## src/rtl/rwcts_pkg.sv

```systemverilog
// Package for the textured wall column stepper.
// Field widths, status codes, and the controller/datapath command and status structs.
// No dependencies.
package rwcts_pkg;

    localparam int COL_W    = 11;
    localparam int DIST_W   = 24;
    localparam int FRAC_W   = 16;
    localparam int TSEL_W   = 2;
    localparam int TEX_W    = 11;
    localparam int OROW_W   = 10;
    localparam int STAT_W   = 2;
    localparam int OFF_W    = 22;
    localparam int LH_W     = 16;
    localparam int SPAN_W   = 17;
    localparam int TCOL_W   = 10;
    localparam int ACC_W    = 32;
    localparam int LIM_W    = 24;
    localparam int DVD_W    = 32;
    localparam int DVS_W    = 24;

    localparam int IN_TDATA_W  = 80;
    localparam int OUT_TDATA_W = 48;

    localparam logic MODE_COLUMN = 1'b0;
    localparam logic MODE_ROW    = 1'b1;

    typedef enum logic [STAT_W-1:0] {
        ST_OUTSIDE = 2'd0,
        ST_DRAWN   = 2'd1,
        ST_BEYOND  = 2'd2
    } t_status;

    typedef enum logic {
        DIV_LH,
        DIV_STEP
    } t_div_sel;

    typedef struct packed {
        logic     load_col;
        logic     div_start;
        t_div_sel div_sel;
        logic     lh_load;
        logic     limit_load;
        logic     step_load;
        logic     acc_mul;
        logic     acc_load;
        logic     row_mul;
        logic     row_eval;
    } t_cmd;

    typedef struct packed {
        logic div_done;
        logic col_done;
    } t_sts;

endpackage

```

## src/rtl/rwcts_div.sv

```systemverilog
// Restoring divider, one quotient bit per cycle.
// Depends on rwcts_pkg for operand widths.
module rwcts_div (
    input  logic                           i_clk,
    input  logic                           i_rst_n,
    input  logic                           i_start,
    input  logic [rwcts_pkg::DVD_W-1:0]    i_dividend,
    input  logic [rwcts_pkg::DVS_W-1:0]    i_divisor,
    output logic                           o_done,
    output logic [rwcts_pkg::DVD_W-1:0]    o_quotient
);

    localparam int DVD_W = rwcts_pkg::DVD_W;
    localparam int DVS_W = rwcts_pkg::DVS_W;
    localparam int CNT_W = $clog2(DVD_W);

    logic             r_busy;
    logic             r_done;
    logic [CNT_W-1:0] r_cnt;
    logic [DVD_W-1:0] r_dvd;
    logic [DVS_W-1:0] r_rem;
    logic [DVS_W-1:0] r_dvs;

    logic [DVS_W:0]   rem_sh;
    logic [DVS_W:0]   diff;
    logic             ge;

    // dividend shifts out the top while quotient bits shift in at the bottom
    assign rem_sh = {r_rem, r_dvd[DVD_W-1]};
    assign ge     = rem_sh >= {1'b0, r_dvs};
    assign diff   = ge ? (rem_sh - {1'b0, r_dvs}) : rem_sh;

    always_ff @(posedge i_clk) begin
        if (!i_rst_n) begin
            r_busy <= 1'b0;
            r_done <= 1'b0;
            r_cnt  <= '0;
        end else begin
            r_done <= 1'b0;
            if (i_start) begin
                r_busy <= 1'b1;
                r_cnt  <= '0;
            end else if (r_busy) begin
                r_cnt <= r_cnt + 1'b1;
                if (r_cnt == CNT_W'(DVD_W - 1)) begin
                    r_busy <= 1'b0;
                    r_done <= 1'b1;
                end
            end
        end
    end

    always_ff @(posedge i_clk) begin
        if (i_start) begin
            r_dvd <= i_dividend;
            r_dvs <= i_divisor;
            r_rem <= '0;
        end else if (r_busy) begin
            r_dvd <= {r_dvd[DVD_W-2:0], ge};
            r_rem <= diff[DVS_W-1:0];
        end
    end

    assign o_done     = r_done;
    assign o_quotient = r_dvd;

endmodule

```

## src/rtl/rwcts_dp.sv

```systemverilog
// Datapath: column geometry registers, texture row accumulator, row evaluation, result word.
// Depends on rwcts_pkg and rwcts_div.
module rwcts_dp #(
    parameter int SCREEN_HEIGHT = 1024
) (
    input  logic                            i_clk,
    input  logic                            i_rst_n,
    input  rwcts_pkg::t_cmd                 i_cmd,
    input  logic [rwcts_pkg::COL_W-1:0]     i_column,
    input  logic [rwcts_pkg::DIST_W-1:0]    i_distance,
    input  logic [rwcts_pkg::FRAC_W-1:0]    i_wall_fraction,
    input  logic [rwcts_pkg::TSEL_W-1:0]    i_texture_select,
    input  logic [rwcts_pkg::TEX_W-1:0]     i_tex_width,
    input  logic [rwcts_pkg::TEX_W-1:0]     i_tex_height,
    output rwcts_pkg::t_sts                 o_sts,
    output logic [rwcts_pkg::COL_W-1:0]     o_out_column,
    output logic [rwcts_pkg::OROW_W-1:0]    o_out_row,
    output logic [rwcts_pkg::TSEL_W-1:0]    o_out_texture,
    output logic [rwcts_pkg::STAT_W-1:0]    o_status,
    output logic [rwcts_pkg::OFF_W-1:0]     o_texel_offset
);

    localparam int COL_W  = rwcts_pkg::COL_W;
    localparam int DIST_W = rwcts_pkg::DIST_W;
    localparam int FRAC_W = rwcts_pkg::FRAC_W;
    localparam int TSEL_W = rwcts_pkg::TSEL_W;
    localparam int TEX_W  = rwcts_pkg::TEX_W;
    localparam int OROW_W = rwcts_pkg::OROW_W;
    localparam int OFF_W  = rwcts_pkg::OFF_W;
    localparam int LH_W   = rwcts_pkg::LH_W;
    localparam int SPAN_W = rwcts_pkg::SPAN_W;
    localparam int TCOL_W = rwcts_pkg::TCOL_W;
    localparam int ACC_W  = rwcts_pkg::ACC_W;
    localparam int LIM_W  = rwcts_pkg::LIM_W;
    localparam int DVD_W  = rwcts_pkg::DVD_W;
    localparam int DVS_W  = rwcts_pkg::DVS_W;
    localparam int ROW_W  = $clog2(SCREEN_HEIGHT + 1);
    localparam int HALF   = SCREEN_HEIGHT / 2;
    localparam int TROW_W = ACC_W - 16;
    localparam int RMUL_W = TEX_W + TROW_W;
    localparam int TMUL_W = TEX_W + FRAC_W;
    localparam int AMUL_W = LH_W + ACC_W;
    localparam int XOFF_W = RMUL_W + 3;
    localparam int CMP_W  = SPAN_W + 1;
    localparam logic [DVD_W-1:0] LH_DVD = DVD_W'(SCREEN_HEIGHT * 4096);

    // column state
    logic [COL_W-1:0]         r_column;
    logic [TSEL_W-1:0]        r_texture;
    logic [TEX_W-1:0]         r_width;
    logic [TEX_W-1:0]         r_height;
    logic [DIST_W-1:0]        r_dist;
    logic [FRAC_W-1:0]        r_frac;
    logic [LH_W-1:0]          r_lh;
    logic signed [SPAN_W-1:0] r_span_start;
    logic [SPAN_W-1:0]        r_span_end;
    logic [TCOL_W-1:0]        r_tcol;
    logic [LIM_W-1:0]         r_limit;
    logic [ACC_W-1:0]         r_step;
    logic [ACC_W-1:0]         r_acc;
    logic [ROW_W-1:0]         r_row;

    // intermediate products
    logic [AMUL_W-1:0]        r_amul;
    logic [RMUL_W-1:0]        r_rmul;
    logic                     r_in_span;

    // result word
    logic [COL_W-1:0]         r_o_column;
    logic [OROW_W-1:0]        r_o_row;
    logic [TSEL_W-1:0]        r_o_texture;
    rwcts_pkg::t_status       r_o_status;
    logic [OFF_W-1:0]         r_o_offset;

    logic [DVD_W-1:0]         div_dvd;
    logic [DVS_W-1:0]         div_dvs;
    logic                     div_done;
    logic [DVD_W-1:0]         div_q;

    logic [LH_W-1:0]          lh_sat;
    logic [LH_W-2:0]          half_lh;
    logic [TMUL_W-1:0]        tmul;
    logic [2*TEX_W-1:0]       wh_prod;
    logic [LH_W-1:0]          neg_start;
    logic signed [CMP_W-1:0]  row_s;
    logic                     in_span;
    logic [XOFF_W-1:0]        off;
    logic                     beyond;
    logic [ACC_W:0]           acc_sum;

    assign div_dvd = (i_cmd.div_sel == rwcts_pkg::DIV_LH) ? LH_DVD
                   : DVD_W'({r_height, 16'h0000});
    assign div_dvs = (i_cmd.div_sel == rwcts_pkg::DIV_LH) ? r_dist : DVS_W'(r_lh);

    rwcts_div u_div (
        .i_clk      (i_clk),
        .i_rst_n    (i_rst_n),
        .i_start    (i_cmd.div_start),
        .i_dividend (div_dvd),
        .i_divisor  (div_dvs),
        .o_done     (div_done),
        .o_quotient (div_q)
    );

    // a zero divisor yields all ones, which covers both saturation cases
    assign lh_sat    = (|div_q[DVD_W-1:LH_W]) ? '1 : div_q[LH_W-1:0];
    assign half_lh   = lh_sat[LH_W-1:1];
    assign tmul      = r_frac * r_width;
    assign wh_prod   = r_width * r_height;
    assign neg_start = r_span_start[SPAN_W-1] ? LH_W'(-r_span_start) : '0;

    assign row_s   = CMP_W'(r_row);
    assign in_span = (row_s >= CMP_W'(r_span_start)) && (row_s <= $signed({1'b0, r_span_end}));

    assign off     = {1'b0, r_rmul, 2'b00} + XOFF_W'({r_tcol, 2'b00});
    assign beyond  = off >= XOFF_W'(r_limit);
    assign acc_sum = {1'b0, r_acc} + {1'b0, r_step};

    always_ff @(posedge i_clk) begin
        if (!i_rst_n) begin
            r_column     <= '0;
            r_texture    <= '0;
            r_width      <= TEX_W'(1);
            r_height     <= TEX_W'(1);
            r_lh         <= '0;
            r_span_start <= '0;
            r_span_end   <= '0;
            r_tcol       <= '0;
            r_limit      <= LIM_W'(4);
            r_step       <= '0;
            r_acc        <= '0;
            r_row        <= '0;
        end else begin
            if (i_cmd.load_col) begin
                r_column  <= i_column;
                r_texture <= i_texture_select;
                r_width   <= i_tex_width;
                r_height  <= i_tex_height;
            end
            if (i_cmd.lh_load) begin
                r_lh         <= lh_sat;
                r_span_start <= $signed(SPAN_W'(HALF)) - $signed(SPAN_W'(half_lh));
                r_span_end   <= SPAN_W'(HALF) + SPAN_W'(half_lh);
            end
            if (i_cmd.limit_load) begin
                r_tcol  <= tmul[FRAC_W +: TCOL_W];
                r_limit <= {wh_prod, 2'b00};
            end
            if (i_cmd.step_load) begin
                r_step <= div_q;
            end
            if (i_cmd.acc_load) begin
                r_acc <= (|r_amul[AMUL_W-1:ACC_W]) ? '1 : r_amul[ACC_W-1:0];
                r_row <= '0;
            end
            if (i_cmd.row_eval) begin
                if (r_in_span && !beyond) begin
                    r_acc <= acc_sum[ACC_W] ? '1 : acc_sum[ACC_W-1:0];
                end
                r_row <= r_row + 1'b1;
            end
        end
    end

    always_ff @(posedge i_clk) begin
        if (i_cmd.load_col) begin
            r_dist <= i_distance;
            r_frac <= i_wall_fraction;
        end
        if (i_cmd.acc_mul) begin
            r_amul <= neg_start * r_step;
        end
        if (i_cmd.row_mul) begin
            r_rmul    <= r_width * r_acc[ACC_W-1:16];
            r_in_span <= in_span;
        end
        if (i_cmd.row_eval) begin
            r_o_column  <= r_column;
            r_o_row     <= OROW_W'(r_row);
            r_o_texture <= r_texture;
            if (!r_in_span) begin
                r_o_status <= rwcts_pkg::ST_OUTSIDE;
                r_o_offset <= '0;
            end else if (beyond) begin
                r_o_status <= rwcts_pkg::ST_BEYOND;
                r_o_offset <= '0;
            end else begin
                r_o_status <= rwcts_pkg::ST_DRAWN;
                r_o_offset <= off[OFF_W-1:0];
            end
        end
    end

    assign o_sts.div_done = div_done;
    assign o_sts.col_done = r_row >= ROW_W'(SCREEN_HEIGHT);

    assign o_out_column   = r_o_column;
    assign o_out_row      = r_o_row;
    assign o_out_texture  = r_o_texture;
    assign o_status       = r_o_status;
    assign o_texel_offset = r_o_offset;

endmodule

```

## src/rtl/rwcts_ctrl.sv

```systemverilog
// Controller: sequences column setup (two divisions, products) and row evaluation,
// and owns the input ready and result valid. Depends on rwcts_pkg.
module rwcts_ctrl (
    input  logic              i_clk,
    input  logic              i_rst_n,
    input  logic              i_in_valid,
    input  logic              i_in_mode,
    input  logic              i_out_ready,
    input  rwcts_pkg::t_sts   i_sts,
    output logic              o_in_ready,
    output logic              o_out_valid,
    output rwcts_pkg::t_cmd   o_cmd
);

    typedef enum logic [3:0] {
        S_IDLE,
        S_LH_START,
        S_LH_WAIT,
        S_STEP_START,
        S_STEP_WAIT,
        S_ACC_MUL,
        S_ACC_LOAD,
        S_ROW_MUL,
        S_ROW_EVAL
    } t_state;

    t_state r_state;
    t_state n_state;
    logic   r_out_valid;
    logic   n_out_valid;
    logic   accept;

    assign o_in_ready = (r_state == S_IDLE);
    assign accept     = i_in_valid && o_in_ready;

    always_comb begin
        n_state = r_state;
        o_cmd   = '0;
        case (r_state)
            S_IDLE: begin
                if (accept) begin
                    if (i_in_mode == rwcts_pkg::MODE_COLUMN) begin
                        o_cmd.load_col = 1'b1;
                        n_state        = S_LH_START;
                    end else if (!i_sts.col_done) begin
                        n_state = S_ROW_MUL;
                    end
                end
            end
            S_LH_START: begin
                o_cmd.div_start = 1'b1;
                o_cmd.div_sel   = rwcts_pkg::DIV_LH;
                n_state         = S_LH_WAIT;
            end
            S_LH_WAIT: begin
                if (i_sts.div_done) begin
                    o_cmd.lh_load = 1'b1;
                    n_state       = S_STEP_START;
                end
            end
            S_STEP_START: begin
                o_cmd.div_start  = 1'b1;
                o_cmd.div_sel    = rwcts_pkg::DIV_STEP;
                o_cmd.limit_load = 1'b1;
                n_state          = S_STEP_WAIT;
            end
            S_STEP_WAIT: begin
                if (i_sts.div_done) begin
                    o_cmd.step_load = 1'b1;
                    n_state         = S_ACC_MUL;
                end
            end
            S_ACC_MUL: begin
                o_cmd.acc_mul = 1'b1;
                n_state       = S_ACC_LOAD;
            end
            S_ACC_LOAD: begin
                o_cmd.acc_load = 1'b1;
                n_state        = S_IDLE;
            end
            S_ROW_MUL: begin
                o_cmd.row_mul = 1'b1;
                n_state       = S_ROW_EVAL;
            end
            S_ROW_EVAL: begin
                // result register must be free or draining this cycle
                if (!r_out_valid || i_out_ready) begin
                    o_cmd.row_eval = 1'b1;
                    n_state        = S_IDLE;
                end
            end
            default: begin
                n_state = S_IDLE;
            end
        endcase
    end

    always_comb begin
        n_out_valid = r_out_valid;
        if (o_cmd.row_eval) begin
            n_out_valid = 1'b1;
        end else if (i_out_ready) begin
            n_out_valid = 1'b0;
        end
    end

    always_ff @(posedge i_clk) begin
        if (!i_rst_n) begin
            r_state     <= S_IDLE;
            r_out_valid <= 1'b0;
        end else begin
            r_state     <= n_state;
            r_out_valid <= n_out_valid;
        end
    end

    assign o_out_valid = r_out_valid;

endmodule

```

## src/rtl/raycast_wall_column_texel_stepper_unit.sv

```systemverilog
// Top level of the textured wall column stepper: stream ports, field packing,
// controller and datapath. Depends on rwcts_pkg, rwcts_ctrl, rwcts_dp.
//
// A begin-column word (tuser = 0) latches the column, texture and size and derives the
// wall slice: line height = SCREEN_HEIGHT*4096/distance, span, texture column, Q16.16
// step and start row. Each row word (tuser = 1) then yields one result word for the next
// screen row until SCREEN_HEIGHT rows are done; later row words give nothing. Items are
// worked one at a time: a row word goes from accept through the texel row multiply to
// the offset add and bound compare, which waits while the output register is full and not
// draining. A begin-column word runs two passes through the shared one-bit-per-cycle
// divider (line height, then step) plus the start-row multiply. Input is accepted again
// while a result still waits in the output register.
module raycast_wall_column_texel_stepper_unit #(
    parameter int SCREEN_HEIGHT = 1024
) (
    input  logic                                  i_clk,
    input  logic                                  i_rst_n,
    input  logic                                  i_s_axis_tvalid,
    output logic                                  o_s_axis_tready,
    // column[10:0], distance[34:11], wall_fraction[50:35], texture_select[52:51],
    // tex_width[63:53], tex_height[74:64], zero[79:75]
    input  logic [rwcts_pkg::IN_TDATA_W-1:0]      i_s_axis_tdata,
    // mode[0]
    input  logic                                  i_s_axis_tuser,
    output logic                                  o_m_axis_tvalid,
    input  logic                                  i_m_axis_tready,
    // out_column[10:0], out_row[20:11], out_texture[22:21], texel_offset[44:23], zero[47:45]
    output logic [rwcts_pkg::OUT_TDATA_W-1:0]     o_m_axis_tdata,
    // status[1:0]
    output logic [rwcts_pkg::STAT_W-1:0]          o_m_axis_tuser
);

    rwcts_pkg::t_cmd cmd;
    rwcts_pkg::t_sts sts;

    logic [rwcts_pkg::COL_W-1:0]  out_column;
    logic [rwcts_pkg::OROW_W-1:0] out_row;
    logic [rwcts_pkg::TSEL_W-1:0] out_texture;
    logic [rwcts_pkg::OFF_W-1:0]  texel_offset;

    rwcts_ctrl u_ctrl (
        .i_clk       (i_clk),
        .i_rst_n     (i_rst_n),
        .i_in_valid  (i_s_axis_tvalid),
        .i_in_mode   (i_s_axis_tuser),
        .i_out_ready (i_m_axis_tready),
        .i_sts       (sts),
        .o_in_ready  (o_s_axis_tready),
        .o_out_valid (o_m_axis_tvalid),
        .o_cmd       (cmd)
    );

    rwcts_dp #(
        .SCREEN_HEIGHT (SCREEN_HEIGHT)
    ) u_dp (
        .i_clk            (i_clk),
        .i_rst_n          (i_rst_n),
        .i_cmd            (cmd),
        .i_column         (i_s_axis_tdata[10:0]),
        .i_distance       (i_s_axis_tdata[34:11]),
        .i_wall_fraction  (i_s_axis_tdata[50:35]),
        .i_texture_select (i_s_axis_tdata[52:51]),
        .i_tex_width      (i_s_axis_tdata[63:53]),
        .i_tex_height     (i_s_axis_tdata[74:64]),
        .o_sts            (sts),
        .o_out_column     (out_column),
        .o_out_row        (out_row),
        .o_out_texture    (out_texture),
        .o_status         (o_m_axis_tuser),
        .o_texel_offset   (texel_offset)
    );

    assign o_m_axis_tdata = {3'b000, texel_offset, out_texture, out_row, out_column};

endmodule
```

## config.mk

```make
export PLATFORM = sky130hd
export DESIGN_NAME = raycast_wall_column_texel_stepper_unit
export DESIGN_NICKNAME = d
export VERILOG_FILES = /design/src/rtl/rwcts_pkg.sv /design/src/rtl/rwcts_div.sv /design/src/rtl/rwcts_dp.sv /design/src/rtl/rwcts_ctrl.sv /design/src/rtl/raycast_wall_column_texel_stepper_unit.sv
export SDC_FILE = /design/constraint.sdc
export NUM_CORES = 2
export LEC_CHECK = 0
export BUFFER_PORTS_ARGS = -buffer_cell sky130_fd_sc_hd__buf_2
export CORE_MARGIN = 2
export CORE_UTILIZATION = 60
export CTS_CLUSTER_DIAMETER = 50
export DETAILED_ROUTE_END_ITERATION = 10
export HOLD_SLACK_MARGIN = 0.12
export PLACE_DENSITY = 0.8
export SETUP_SLACK_MARGIN = 0.5
export SLEW_MARGIN = 20
export SYNTH_ARGS = -nofsm -noshare
export SYNTH_HDL_FRONTEND = slang
export SYNTH_SLANG_ARGS = --single-unit
```

## constraint.sdc

```tcl
create_clock -name i_clk -period 8.9 [get_ports i_clk]
set_input_delay 1.335 -clock i_clk [delete_from_list [all_inputs] [get_ports i_clk]]
set_output_delay 1.335 -clock i_clk [all_outputs]
set_load 0.03 [all_outputs]
```

==> results_dict.tcl <==
set metrics [dict create \
    status "complete, no violations" \
    root_buffer "clkbuf_16" \
    ys.flop_type "edfxtp_1" \
    num_vias 40200 \
    syn2layout_area_growth_pct 7.45 \
    power.ir.vdd_worst_uv 204 \
    crit_family "adder cells" \
    fin_tns_setup_ns 0 \
    min_path_type "register to register" \
    vias_per_cell 5.87 \
    ant_nets 0 \
    drv_cap 0 \
    synthAdderAreaFrac 0.396 \
    nFillCells 6726 \
    hold_violations 0 \
    synth_warnings 0 \
    reg2reg_slack_ns 0.68 \
    finalNetCount 6918 \
    cp.required_ns 9.25 \
    clk_latency_ns 0.67 \
    cts_sinks 433 \
    skew_ns 0.0654 \
    antenna_found_initial 1 \
    power_density_nw_per_um2 142 \
    grt_first_pass_wirelength_mm 214 \
    fmax_ghz 0.122 \
    rows 107 \
    cpPeakStageDelay_ns 0.56 \
    die-width_um 296 \
    reg2reg_depth 30 \
    worstHoldPathCells 0 \
    synthCells 5702 \
    start_util 0.603 \
    drc 0 \
    synth.area.top_cells "fa_1 29%, edfxtp_1 13%, ha_1 10%, dfxtp_1 8.5%, nand2_1 7.2%" \
    grt_max_degree 82 \
    critPathLaunchType "register" \
    core_area_um2 84900 \
    synth_mux_area_frac 0.00514 \
    p_leak_nw 26.6 \
    crit_top_cell "fa_1" \
    syn_area_um2 51200 \
    cp-end-kind "register" \
    hold_path_end "u_dp.o_out_column[10]" \
    dieArea_um2 87600 \
    grt_pass1_vias 42000 \
    path_max_fanout 11 \
    clk_pin_slew_ns 0.06 \
    post-route-period-util 0.923 \
    h-tree-depth 2 \
    cts_tree "yes" \
    ys_seq_area_frac 0.212 \
    drtIter0Drc 3387 \
    worstMarginPinSlew_ns 1.10 \
    syn_avg_cell_area_um2 8.97 \
    startpoint "u_dp.r_span_start[3]" \
    synth_top_family_by_area "adder cells" \
    ys_types 78 \
    reg2reg_from "u_dp.r_span_start[3]" \
    synth_top_area_cell "fa_1" \
    synth-edff-count 217 \
    port_buffers 126 \
    synth_top_area_frac 0.293 \
    grt_usage 0.309 \
    chipHeight_um 296 \
    wl_mm 132 \
    synth_compound_area_frac 0.0900 \
    crit_arrival_ns 8.57 \
    cts_buffers 60 \
    rsz0062_at_grt "true" \
    fin_crit_ns 8.22 \
    cp_slowest_cell "fa_1" \
    setup_violations 0 \
    wl_per_cell_um 19.2 \
    final_max_slew_viol_count 0 \
    drtPass1Iterations 6 \
    whs_ns 0.433 \
    synth_xor_area_frac 0.0324 \
    yosys.area_share.simple 0.171 \
    max-slew-margin-rel 0.263 \
    clock_path_buffers 3 \
    ios 137 \
    hp-start "u_dp.r_column[10]" \
    async_flop_share 0 \
    critical_path_buf_inv_count 8 \
    reg2reg_to "u_dp.r_amul[41]" \
    grt.overflow.total 0 \
    gp_congestion 0.930 \
    drive_gt1_frac 0.0674 \
    synth-seq-cells 433 \
    dp_hpwl_mm 96.4 \
    path_class "register to register" \
]
worst reg2reg max path, delay by kind of cell, from the launching register on:
kind / cells / cell delay (ns)
AND/OR/NAND/NOR: 7 / 1.34
flip-flops: 1 / 0.38
adder cells (fa/ha/maj): 7 / 3.37
AO/OA/AOI/OAI: 6 / 1.42
buffers and inverters: 8 / 1.06
XOR/XNOR: 2 / 0.35
cell type report:
cell class | instances | area (µm²) | area share
multi-input cells | 4010 | 35700 | 0.649
flip-flops and latches | 433 | 10800 | 0.197
inverters | 937 | 3520 | 0.0640
clock buffers | 78 | 1660 | 0.0302
well taps | 1144 | 1430 | 0.0260
repair buffers | 221 | 1360 | 0.0248
clock inverters | 36 | 478 | 0.00869
diodes | 2 | 5.00 | 0.0000910
power breakdown:
part	internal, mW	switching (mW)	leakage [nW]	total [mW]
Clock	1.50	1.03	1.04	2.53
Combinational	0.991	1.46	21.8	2.45
Sequential	2.45	0.363	3.75	2.82
Total	4.95	2.85	26.6	7.80
worst max path at each step:
stage / to / slack, ns / depth (start not counted)
final: u_dp.r_amul[41] / 0.68 / 30
after global routing: u_dp.r_amul[41] / 0.41 / 31
after CTS: u_dp.r_amul[41] / 0.52 / 30
after detailed placement: u_dp.r_amul[41] / 0.41 / 30
after global placement: u_dp.r_amul[41] / 0.61 / 31
after floorplan: u_dp.r_amul[41] / 1.32 / 30
metrics by stage:
step	power, mW	cell area (µm²)	util	cells	setup WS, ns
after detailed placement	5.25	52700	0.620	6740	0.413
final	7.80	55000	0.648	6861	0.681
after floorplan	4.63	51200	-	5706	1.32
after global placement	5.16	52700	0.620	6740	0.607
after CTS	7.80	54800	0.646	6854	0.522
after global routing	8.25	55000	0.648	6860	0.410
cells by family after synthesis:
kind of cell,Yosys count
flops,433
buf+inv,1263
compound gates,745
xor+xnor,189
mux,26
fa+ha+maj,1170
other cells,1
simple gates,1875
flip-flops by register name (all words and copies together) (netlist names), 11 cells and up:
name and count:
u_dp.r_dist 24, u_dp.r_width 11, u_dp.r_acc 32, u_dp.r_lh 15, u_dp.r_step 32, u_dp.u_div.r_rem 24
u_dp.r_row 11, u_dp.o_out_column 11, u_dp.u_div.o_quotient 32, u_dp.r_height 11, u_dp.r_column 11, u_dp.r_frac 16
u_dp.r_limit 22, u_dp.r_amul 48, u_dp.r_span_start 16, u_dp.u_div.r_dvs 24, u_dp.o_texel_offset 20, u_dp.r_rmul 27
cell usage after synthesis, types with 89 or more instances:
| cell type | n |
|---|---|
| nand2_1 | 982 |
| inv_1 | 935 |
| fa_1 | 749 |
| ha_1 | 421 |
| a21oi_1 | 304 |
| clkbuf_1 | 287 |
| and2_1 | 242 |
| edfxtp_1 | 217 |
| dfxtp_1 | 216 |
| and3_1 | 172 |
| nor2_1 | 171 |
| o21ai_0 | 146 |
| xnor2_1 | 126 |
| nand3_1 | 89 |
timing repair:
item	in CTS	in global routing
buffers inserted	0	4
pin swaps	0	4
cloned	0	1
resized for setup	4	26
hold buffers	0	0
setup endpoints to repair	7	16
layout by cell type, fill, tap and decap left out, types with 63 or more instances in the layout:
cell type,instances
buf_2,127
and3_1,170
o21ai_0,146
a21o_1,63
inv_1,933
fa_1,749
xnor2_1,122
ha_1,421
nand2_1,979
nand3_1,86
nor2_1,170
edfxtp_1,217
dfxtp_1,215
buf_4,91
and2_1,238
a21oi_1,304
xor2_1,63
metal layers:
layer	global-route usage	wire length [µm]
met2	0.526	63500
met5	0	0
met3	0.0564	12100
met1	0.383	49600
met4	0.141	6410
(Power assumes the default switching activity.)
